[config.mk]
export PLATFORM = sky130hd
export DESIGN_NAME = sorted_breakpoint_table_flat
export DESIGN_NICKNAME = d
export VERILOG_FILES = /design/src/hdl/sbt_pkg.sv /design/src/hdl/sbt_if.sv /design/src/hdl/sbt_ctrl.sv /design/src/hdl/sbt_dp.sv /design/src/hdl/sorted_breakpoint_table.sv /design/src/flat_wrapper.sv
export SDC_FILE = /design/constraint.sdc
export NUM_CORES = 2
export LEC_CHECK = 0
export ABC_CLOCK_PERIOD_IN_PS = 5230
export BUFFER_PORTS_ARGS = -buffer_cell sky130_fd_sc_hd__buf_2
export CAP_MARGIN = 30
export CORE_MARGIN = 2
export CORE_UTILIZATION = 30
export CTS_CLUSTER_SIZE = 20
export DETAILED_ROUTE_END_ITERATION = 10
export PLACE_DENSITY = 0.51
export RECOVER_POWER = 50
export SYNTH_ARGS = -nofsm -noshare
export SYNTH_HDL_FRONTEND = slang
export SYNTH_SLANG_ARGS = --single-unit
[constraint.sdc]
create_clock -name i_clk -period 5.23 [get_ports i_clk]
set_clock_uncertainty 0.15 [all_clocks]
set_input_delay 0.2615 -clock i_clk [delete_from_list [all_inputs] [get_ports i_clk]]
set_output_delay 0.2615 -clock i_clk [all_outputs]
set_load 0.02 [all_outputs]
[src/hdl/sbt_pkg.sv]
// Package: shared constants, codes, state and command/status types of the breakpoint table.
`default_nettype none
package sbt_pkg;

    localparam int CAPACITY_DEF = 64;

    localparam int ACT_W    = 2;
    localparam int ADDR_W   = 16;
    localparam int POS_W    = 6;
    localparam int USED_W   = 7;

    localparam logic [ACT_W-1:0] ACT_LOOKUP = 2'd0;
    localparam logic [ACT_W-1:0] ACT_INSERT = 2'd1;
    localparam logic [ACT_W-1:0] ACT_REMOVE = 2'd2;

    typedef enum logic [1:0] {
        ST_OK         = 2'd0,
        ST_NOT_FOUND  = 2'd1,
        ST_FULL       = 2'd2,
        ST_NO_PROGRAM = 2'd3
    } t_status;

    typedef enum logic [2:0] {
        S_IDLE,
        S_SEARCH,
        S_WAIT,
        S_DECIDE,
        S_INS_SHIFT,
        S_INS_PUT,
        S_REM_SHIFT,
        S_DONE
    } t_state;

    typedef struct packed {
        logic load;
        logic rd_mid;
        logic step;
        logic decide;
        logic ins_step;
        logic put;
        logic rem_step;
        logic dec;
        logic out_load;
    } t_cmd;

    typedef struct packed {
        logic search_more;
        logic do_insert;
        logic do_remove;
        logic ins_more;
        logic rem_more;
        logic out_free;
    } t_sts;

endpackage
`default_nettype wire

[src/hdl/sbt_if.sv]
// Interfaces: request and result channels of the breakpoint table.
`default_nettype none
interface sbt_in_if;
    import sbt_pkg::*;
    logic              valid;
    logic              ready;
    logic [ACT_W-1:0]  action;
    logic [ADDR_W-1:0] address;

    modport source (output valid, output action, output address, input ready);
    modport sink   (input valid, input action, input address, output ready);
endinterface

interface sbt_out_if;
    import sbt_pkg::*;
    logic              valid;
    logic              ready;
    logic [1:0]        status;
    logic              hit;
    logic [POS_W-1:0]  position;
    logic [USED_W-1:0] entries_used;

    modport source (output valid, output status, output hit, output position,
                    output entries_used, input ready);
    modport sink   (input valid, input status, input hit, input position,
                    input entries_used, output ready);
endinterface
`default_nettype wire

[src/hdl/sbt_ctrl.sv]
// Controller: sequences search, decision, entry shifting and result hand-off.
`default_nettype none
module sbt_ctrl
    import sbt_pkg::*;
(
    input  wire logic i_clk,
    input  wire logic i_rst_n,
    input  wire logic i_in_valid,
    output logic      o_in_ready,
    input  wire t_sts i_sts,
    output t_cmd      o_cmd
);

    t_state r_state;
    t_state n_state;

    always_ff @(posedge i_clk) begin
        if (!i_rst_n) begin
            r_state <= S_IDLE;
        end else begin
            r_state <= n_state;
        end
    end

    always_comb begin
        n_state = r_state;
        unique case (r_state)
            S_IDLE: begin
                if (i_in_valid) n_state = S_SEARCH;
            end
            S_SEARCH: begin
                n_state = i_sts.search_more ? S_WAIT : S_DECIDE;
            end
            S_WAIT: begin
                n_state = S_SEARCH;
            end
            S_DECIDE: begin
                if (i_sts.do_insert) n_state = S_INS_SHIFT;
                else if (i_sts.do_remove) n_state = S_REM_SHIFT;
                else n_state = S_DONE;
            end
            S_INS_SHIFT: begin
                if (!i_sts.ins_more) n_state = S_INS_PUT;
            end
            S_INS_PUT: begin
                n_state = S_DONE;
            end
            S_REM_SHIFT: begin
                if (!i_sts.rem_more) n_state = S_DONE;
            end
            S_DONE: begin
                if (i_sts.out_free) n_state = S_IDLE;
            end
            default: n_state = S_IDLE;
        endcase
    end

    always_comb begin
        o_cmd      = '0;
        o_in_ready = 1'b0;
        unique case (r_state)
            S_IDLE: begin
                o_in_ready = 1'b1;
                o_cmd.load = i_in_valid;
            end
            S_SEARCH:    o_cmd.rd_mid   = i_sts.search_more;
            S_WAIT:      o_cmd.step     = 1'b1;
            S_DECIDE:    o_cmd.decide   = 1'b1;
            S_INS_SHIFT: o_cmd.ins_step = i_sts.ins_more;
            S_INS_PUT:   o_cmd.put      = 1'b1;
            S_REM_SHIFT: begin
                o_cmd.rem_step = i_sts.rem_more;
                o_cmd.dec      = !i_sts.rem_more;
            end
            S_DONE:      o_cmd.out_load = i_sts.out_free;
            default: begin
                o_cmd      = '0;
                o_in_ready = 1'b0;
            end
        endcase
    end

endmodule
`default_nettype wire

[src/hdl/sbt_dp.sv]
// Datapath: address memory, search bounds, shift pointer, count and result register.
`default_nettype none
module sbt_dp
    import sbt_pkg::*;
#(
    parameter int CAPACITY = CAPACITY_DEF,
    localparam int IW = (CAPACITY > 1) ? $clog2(CAPACITY) : 1,
    localparam int CW = $clog2(CAPACITY + 1)
) (
    input  wire logic              i_clk,
    input  wire logic              i_rst_n,
    input  wire logic              i_cfg_wr_en,
    input  wire logic              i_cfg_wr_data,
    input  wire t_cmd              i_cmd,
    output t_sts                   o_sts,
    input  wire logic [ACT_W-1:0]  i_action,
    input  wire logic [ADDR_W-1:0] i_address,
    input  wire logic              i_out_ready,
    output logic                   o_out_valid,
    output logic [1:0]             o_status,
    output logic                   o_hit,
    output logic [POS_W-1:0]       o_position,
    output logic [USED_W-1:0]      o_entries_used
);

    logic [ADDR_W-1:0] r_mem [CAPACITY];
    logic [ADDR_W-1:0] r_rdata;

    logic              r_loaded;
    logic [CW-1:0]     r_count;
    logic [ACT_W-1:0]  r_action;
    logic [ADDR_W-1:0] r_key;
    logic [CW-1:0]     r_lo;
    logic [CW-1:0]     r_hi;
    logic [CW-1:0]     r_mid;
    logic              r_eq;
    logic [CW-1:0]     r_ptr;
    logic [CW-1:0]     r_wdst;
    logic              r_wpend;
    t_status           r_res_status;
    logic              r_res_hit;
    logic [CW-1:0]     r_res_pos;
    logic              r_out_valid;
    t_status           r_o_status;
    logic              r_o_hit;
    logic [POS_W-1:0]  r_o_pos;
    logic [USED_W-1:0] r_o_used;

    logic [CW-1:0]     w_mid;
    logic [ACT_W-1:0]  w_act;
    logic              w_full;
    logic              w_wr_en;
    logic [CW-1:0]     w_wr_addr;
    logic [ADDR_W-1:0] w_wr_data;
    logic [CW-1:0]     w_rd_addr;
    t_status           n_status;
    logic              n_hit;
    logic [CW-1:0]     n_pos;

    assign w_mid  = r_lo + ((r_hi - r_lo) >> 1);
    assign w_act  = (r_action == ACT_INSERT || r_action == ACT_REMOVE) ? r_action : ACT_LOOKUP;
    assign w_full = (r_count == CW'(CAPACITY));

    assign o_sts.search_more = (r_lo < r_hi);
    assign o_sts.do_insert   = (w_act == ACT_INSERT) && r_loaded && !r_eq && !w_full;
    assign o_sts.do_remove   = (w_act == ACT_REMOVE) && r_loaded && r_eq;
    assign o_sts.ins_more    = (r_ptr > r_lo);
    assign o_sts.rem_more    = (r_ptr < r_count);
    assign o_sts.out_free    = !r_out_valid || i_out_ready;

    // pending shift write drains the word read on the previous cycle
    assign w_wr_en   = r_wpend || i_cmd.put;
    assign w_wr_addr = i_cmd.put ? r_lo : r_wdst;
    assign w_wr_data = i_cmd.put ? r_key : r_rdata;
    assign w_rd_addr = i_cmd.rd_mid   ? w_mid :
                       i_cmd.ins_step ? (r_ptr - CW'(1)) : r_ptr;

    always_ff @(posedge i_clk) begin
        if (w_wr_en) r_mem[w_wr_addr[IW-1:0]] <= w_wr_data;
        r_rdata <= r_mem[w_rd_addr[IW-1:0]];
    end

    always_comb begin
        n_status = ST_OK;
        n_hit    = 1'b0;
        n_pos    = '0;
        if (w_act != ACT_LOOKUP && !r_loaded) begin
            n_status = ST_NO_PROGRAM;
            n_hit    = r_eq;
            n_pos    = r_eq ? r_lo : '0;
        end else begin
            unique case (w_act)
                ACT_INSERT: begin
                    if (r_eq || !w_full) begin
                        n_hit = 1'b1;
                        n_pos = r_lo;
                    end else begin
                        n_status = ST_FULL;
                    end
                end
                ACT_REMOVE: begin
                    if (!r_eq) n_status = ST_NOT_FOUND;
                end
                default: begin
                    n_status = r_eq ? ST_OK : ST_NOT_FOUND;
                    n_hit    = r_eq;
                    n_pos    = r_eq ? r_lo : '0;
                end
            endcase
        end
    end

    always_ff @(posedge i_clk) begin
        if (!i_rst_n) begin
            r_loaded    <= 1'b0;
            r_count     <= '0;
            r_wpend     <= 1'b0;
            r_out_valid <= 1'b0;
        end else begin
            if (i_cfg_wr_en) r_loaded <= i_cfg_wr_data;
            if (i_cmd.put) r_count <= r_count + CW'(1);
            else if (i_cmd.dec) r_count <= r_count - CW'(1);
            r_wpend <= i_cmd.ins_step || i_cmd.rem_step;
            if (i_cmd.out_load) r_out_valid <= 1'b1;
            else if (i_out_ready) r_out_valid <= 1'b0;
        end
    end

    always_ff @(posedge i_clk) begin
        if (i_cmd.load) begin
            r_action <= i_action;
            r_key    <= i_address;
            r_lo     <= '0;
            r_hi     <= r_count;
            r_eq     <= 1'b0;
        end
        if (i_cmd.rd_mid) r_mid <= w_mid;
        if (i_cmd.step) begin
            if (r_rdata < r_key) begin
                r_lo <= r_mid + CW'(1);
            end else begin
                r_hi <= r_mid;
                r_eq <= (r_rdata == r_key);
            end
        end
        if (i_cmd.decide) begin
            r_res_status <= n_status;
            r_res_hit    <= n_hit;
            r_res_pos    <= n_pos;
            r_ptr        <= (w_act == ACT_INSERT) ? r_count : (r_lo + CW'(1));
        end
        if (i_cmd.ins_step) begin
            r_wdst <= r_ptr;
            r_ptr  <= r_ptr - CW'(1);
        end
        if (i_cmd.rem_step) begin
            r_wdst <= r_ptr - CW'(1);
            r_ptr  <= r_ptr + CW'(1);
        end
        if (i_cmd.out_load) begin
            r_o_status <= r_res_status;
            r_o_hit    <= r_res_hit;
            r_o_pos    <= POS_W'(r_res_pos);
            r_o_used   <= USED_W'(r_count);
        end
    end

    assign o_out_valid    = r_out_valid;
    assign o_status       = r_o_status;
    assign o_hit          = r_o_hit;
    assign o_position     = r_o_pos;
    assign o_entries_used = r_o_used;

endmodule
`default_nettype wire

[src/hdl/sorted_breakpoint_table.sv]
// Top level: sorted breakpoint set with binary search, insert and remove.
// Each halving step of the binary search reads through the registered memory port; an insert
// that lands then shifts the entries above it up and writes the key, a remove that lands shifts
// the entries above it down; up to CAPACITY - 1 entries shift.
// One transaction at a time; the next is taken once the result is held.
// Reset: synchronous; clears the entry count and the program flag, memory is not cleared.
`default_nettype none
module sorted_breakpoint_table
    import sbt_pkg::*;
#(
    parameter int CAPACITY = CAPACITY_DEF
) (
    input  wire logic i_clk,
    input  wire logic i_rst_n,
    input  wire logic i_cfg_wr_en,
    input  wire logic i_cfg_wr_data,
    sbt_in_if.sink    i_in,
    sbt_out_if.source o_out
);

    t_cmd w_cmd;
    t_sts w_sts;
    logic w_in_ready;

    assign i_in.ready = w_in_ready;

    sbt_ctrl u_ctrl (
        .i_clk      (i_clk),
        .i_rst_n    (i_rst_n),
        .i_in_valid (i_in.valid),
        .o_in_ready (w_in_ready),
        .i_sts      (w_sts),
        .o_cmd      (w_cmd)
    );

    sbt_dp #(
        .CAPACITY (CAPACITY)
    ) u_dp (
        .i_clk          (i_clk),
        .i_rst_n        (i_rst_n),
        .i_cfg_wr_en    (i_cfg_wr_en),
        .i_cfg_wr_data  (i_cfg_wr_data),
        .i_cmd          (w_cmd),
        .o_sts          (w_sts),
        .i_action       (i_in.action),
        .i_address      (i_in.address),
        .i_out_ready    (o_out.ready),
        .o_out_valid    (o_out.valid),
        .o_status       (o_out.status),
        .o_hit          (o_out.hit),
        .o_position     (o_out.position),
        .o_entries_used (o_out.entries_used)
    );

    a_one_at_a_time: assert property (@(posedge i_clk) disable iff (!i_rst_n)
        (i_in.valid && i_in.ready) |=> !i_in.ready)
        else $error("new transaction taken while one is in flight");

    a_miss_no_pos: assert property (@(posedge i_clk) disable iff (!i_rst_n)
        (o_out.valid && !o_out.hit) |-> (o_out.position == '0))
        else $error("position reported without a hit");

    a_hit_status: assert property (@(posedge i_clk) disable iff (!i_rst_n)
        (o_out.valid && o_out.hit) |->
        (o_out.status != ST_NOT_FOUND && o_out.status != ST_FULL))
        else $error("hit reported with a failing status");

    a_full_count: assert property (@(posedge i_clk) disable iff (!i_rst_n)
        (o_out.valid && o_out.status == ST_FULL) |-> (o_out.entries_used == USED_W'(CAPACITY)))
        else $error("table full reported below capacity");

endmodule
`default_nettype wire

[src/flat_wrapper.sv]
// flat-port wrapper written by rule: the top's interface ports become plain ports
module sorted_breakpoint_table_flat import sbt_pkg::*;
#(
    parameter int CAPACITY = CAPACITY_DEF
)
  (i_clk, i_rst_n, i_cfg_wr_en, i_cfg_wr_data, i_in_valid, i_in_action, i_in_address, i_in_ready, o_out_valid, o_out_status, o_out_hit, o_out_position, o_out_entries_used, o_out_ready);
  sbt_in_if i_in_i ();
  sbt_out_if o_out_i ();
  input  wire logic i_clk;
  input  wire logic i_rst_n;
  input  wire logic i_cfg_wr_en;
  input  wire logic i_cfg_wr_data;
  input wire logic [$bits(i_in_i.valid)-1:0] i_in_valid;
  input wire logic [$bits(i_in_i.action)-1:0] i_in_action;
  input wire logic [$bits(i_in_i.address)-1:0] i_in_address;
  output wire logic [$bits(i_in_i.ready)-1:0] i_in_ready;
  output wire logic [$bits(o_out_i.valid)-1:0] o_out_valid;
  output wire logic [$bits(o_out_i.status)-1:0] o_out_status;
  output wire logic [$bits(o_out_i.hit)-1:0] o_out_hit;
  output wire logic [$bits(o_out_i.position)-1:0] o_out_position;
  output wire logic [$bits(o_out_i.entries_used)-1:0] o_out_entries_used;
  input wire logic [$bits(o_out_i.ready)-1:0] o_out_ready;
  assign i_in_i.valid = i_in_valid;
  assign i_in_i.action = i_in_action;
  assign i_in_i.address = i_in_address;
  assign i_in_ready = i_in_i.ready;
  assign o_out_valid = o_out_i.valid;
  assign o_out_status = o_out_i.status;
  assign o_out_hit = o_out_i.hit;
  assign o_out_position = o_out_i.position;
  assign o_out_entries_used = o_out_i.entries_used;
  assign o_out_i.ready = o_out_ready;
  sorted_breakpoint_table #(.CAPACITY(CAPACITY)) u_core (.i_clk(i_clk), .i_rst_n(i_rst_n), .i_cfg_wr_en(i_cfg_wr_en), .i_cfg_wr_data(i_cfg_wr_data), .i_in(i_in_i), .o_out(o_out_i));
endmodule
==> run_results.csv <==
group,metric,value,unit
outcome,status,"complete, but fails checks",
outcome,violations,"capacitance limit, slew limit",
clock_tree,clock-sinks,1131,
die,core_area,0.165,sq mm
min_path,min_to,"u_core.u_dp.r_key[5]$_DFFE_PP_",
drt,wl_per_cell,26.2,um
min_path,hold_depth,2,
min_path,holdCritPathClass,"primary input to flip-flop",
placed_design,gp_congestion,0.862,
clock_tree,clk_latency,0.76,ns
pwr,power_frac_seq,30.1,%
placed_design,dpl.hpwl,100000,um
yosys,synth_fp_nets,3979,
grt,grt_pass1_wl,238000,um
critical_path,crit_required,5.53,ns
pwr,sw_frac_of_total,44.6,%
yosys,synth_top_cell_area_share,65.7,%
timing,fin_crit_sh,92.1,%
timing,hold_viol,0,
yosys,synth-seq-cells,1131,
pwr,p_total,39.5,mW
die,dieArea,0.169,sq mm
drt,first_iter_violations,4076,
yosys,yosys.area.top_type,"edfxtp_1",
drt,via_per_inst,5.58,
drt,postRouteAntennaNets,0,
min_path,hp-start,"i_in_address[5]",
clock_tree,cts_root_buf,"clkbuf_16",
grt,gr-total-overflow,0,
yosys,ys_types,74,
clock_tree,clk_pin_slew,0.06,ns
placed_design,dp.cells,6015,
critical_path,slowest_delay,1.39,ns
timing,drv_slew,274,
critical_path,path_class,"flip-flop to flip-flop",
yosys,synth_most_common_cell,"edfxtp_1",
critical_path,cp_common_cell,"clkbuf_1",
drt,dr.pass1.iters,6,
grt,antenna_found_initial,3,
die,num_rows,149,
yosys,yosysSeqAreaShare,67.5,%
clock_tree,htreeDepth,3,
drt,vias,34936,
critical_path,cp-end-kind,"flip-flop",
final_layout,final_nets,4052,
critical_path,reg2reg_to,"u_core.u_dp.r_mem[38][7]$_DFFE_PP_",
grt,grt_usage,18.9,%
run,maxCapViolations,11,
critical_path,crit_arrival,5.12,ns
final_layout,drive_gt1_share,10.7,%
timing,fmax,208,MHz
placed_design,place.port_buffers,41,
timing,slew_headroom,-60.5,%
critical_path,r2r_setup_slack,0.41,ns
drt,route.detailed.drc,0,
yosys,ys.flop_type,"edfxtp_1",
clock_tree,cts_resized,0,
timing,fin_crit,4.82,ns
grt,grt_pass1_vias,32994,
clock_tree,numCtsBuffers,119,
yosys,syn_area_per_cell,12.7,sq um
pwr,p_int,21.9,mW
critical_path,critical-path-top-delay-family,"buffers and inverters",
critical_path,cp_num_buf_inv,4,
pwr,power_frac_clock,21.5,%
timing,tns,0,ns
yosys,yosys_warnings,0,
yosys,async_flop_share,0,%
pwr,pwr_density_cell,686,mW/mm^2
final_layout,syn_to_final_growth,15.8,%
critical_path,r2r-start,"u_core.u_ctrl.r_state[2]$_SDFFE_PN0P_",
die,initial_core_util,30.2,%
critical_path,cp_max_fo,37,
critical_path,path_cells,"clkbuf_1 -> nand2_1 -> buf_4 -> o21ai_1 -> buf_16 -> clkbuf_1",
timing,rsz0062_at_grt,"no",
final_layout,layout.cells.non_filler,6265,
yosys,synth_common_cells,"edfxtp_1 (1087), nand3_1 (508), nand2_1 (440)",
yosys,synth_edf_count,1087,
clock_tree,cts_buffer_depth,3,
yosys,syn_inst,3898,
critical_path,startpoint_type,"flip-flop",
die,die_h,411,um
yosys,synth_area,0.0497,sq mm
drt,wl,164000,um
pwr,comb_power_share,48.4,%
die,io-pin-count,42,
timing,whs,0.0633,ns
timing,setup_viol,0,
timing,tightest_slew,2.39,ns
pwr,switching_power,17.6,mW
yosys,synth_area_leaders,"edfxtp_1 (66%), nand3_1 (5.1%), nand2_1 (3.3%), o21ai_0 (2.8%), a32oi_1 (2.3%)",
pwr,ir_drop,0.000905,V
critical_path,reg2regPathDepth,6,
die,die_x,411,um
grt,grt_max_degree,106,
critical_path,crit_slowest_cell,"o21ai_1",
clock_tree,cts_tree,"done",
pwr,leakagePower,18.4,nW
-- final cells by class --
type | count | area [sq um]
Sequential cell | 1131 | 33500
Antenna cell | 2 | 5.00
Clock inverter | 63 | 624
Fill cell | 16026 | 107000
Timing Repair Buffer | 284 | 2560
Clock buffer | 161 | 3240
Inverter | 56 | 210
Tap cell | 2189 | 2740
Multi-Input combinational cell | 2379 | 14700
-- layout by cell type (no fill, tap or decap), types with 91 or more instances in the layout --
master / Yosys / routed
clkbuf_16: 0 / 121
edfxtp_1: 1087 / 1087
o21ai_0: 279 / 272
buf_4: 14 / 145
nand4_1: 116 / 116
nand2b_1: 91 / 91
a32oi_1: 130 / 130
nand3_1: 508 / 508
nand2_1: 440 / 440
-- worst reg2reg max path, stage by stage (launching register included) --
cell and delay [ns]:
dfxtp_1 0.32, clkbuf_1 0.57, nand2_1 0.70, buf_4 0.50
o21ai_1 1.43, buf_16 0.27, clkbuf_1 0.61
-- logic make-up (layout without fill, tap and decap cells) --
family	after synthesis	count (layout)	share of synthesized area (%)
adders and majority gates	57	57	1.48
AOI/OAI and AO/OA	813	813	11.7
DFF	1131	1131	67.5
other	0	2	0
buffers and inverters	388	564	3.34
and+or+nand+nor	1412	1412	14.1
muxes	63	63	1.31
xor gates and xnor gates	34	34	0.599
-- metal layers --
| layer | up-vias | track usage [%] | routed length [um] |
|---|---|---|---|
| li1 | 15380 | - | - |
| met4 | 2 | 5.77 | 5060 |
| met3 | 238 | 2.93 | 10400 |
| met5 | - | 0 | 9 |
| met1 | 18062 | 26.7 | 72000 |
| met2 | 1254 | 29.9 | 76600 |
-- flip-flops by register name (all words and copies together) (netlist names), 2 cells and up --
signal and cells:
u_core.u_ctrl.r_state 3, u_core.u_dp.o_entries_used 7, u_core.u_dp.o_position 6, u_core.u_dp.o_status 2, u_core.u_dp.r_action 2, u_core.u_dp.r_count 7
u_core.u_dp.r_hi 7, u_core.u_dp.r_key 16, u_core.u_dp.r_lo 7, u_core.u_dp.r_mem 1024, u_core.u_dp.r_mid 7, u_core.u_dp.r_ptr 7
u_core.u_dp.r_rdata 16, u_core.u_dp.r_res_pos 6, u_core.u_dp.r_res_status 2, u_core.u_dp.r_wdst 6
-- how the worst max path moves through the flow --
stage | from | end | cells after the start
2_1_floorplan | u_core.u_ctrl.r_state[0]$_SDFFE_PN0P_ | u_core.u_dp.r_mem[0][10]$_DFFE_PP_ | 7
3_3_place_gp | u_core.u_dp.r_lo[1]$_DFF_P_ | u_core.u_dp.r_rdata[0]$_DFF_P_ | 17
3_5_place_dp | u_core.u_dp.r_lo[1]$_DFF_P_ | u_core.u_dp.r_rdata[0]$_DFF_P_ | 17
4_1_cts | u_core.u_dp.r_lo[1]$_DFF_P_ | u_core.u_dp.r_rdata[0]$_DFF_P_ | 17
5_1_grt | u_core.u_dp.r_lo[1]$_DFF_P_ | u_core.u_dp.r_rdata[5]$_DFF_P_ | 16
6_report | u_core.u_ctrl.r_state[2]$_SDFFE_PN0P_ | u_core.u_dp.r_mem[38][7]$_DFFE_PP_ | 6
-- power groups by stage --
| stage | combinational, mW | sequential, mW | clock (mW) |
|---|---|---|---|
| 2_1_floorplan | 11.2 | 12.1 | 0 |
| 3_3_place_gp | 18.8 | 12.0 | 0 |
| 3_5_place_dp | 19.2 | 12.0 | 0 |
| 4_1_cts | 19.3 | 11.8 | 8.60 |
| 5_1_grt | 20.4 | 11.9 | 8.94 |
| 6_report | 19.1 | 11.9 | 8.48 |
-- repair_timing --
item / CTS / global route
hold buffers: 24 / 0
hold endpoints to repair: 31 / 0
setup buffers: 0 / 0
-- stage by stage --
step                      worst slack [ns]  area, sq um  util (%)
after floorplan                      0.246        49700         -
after global placement               0.489        53600      32.5
after detailed placement             0.573        53800      32.6
after CTS                            0.522        57900      35.1
after global routing                 0.166        57600      34.9
final                                0.414        57600      34.9
Note: power is estimated with default switching activity, not from simulation.
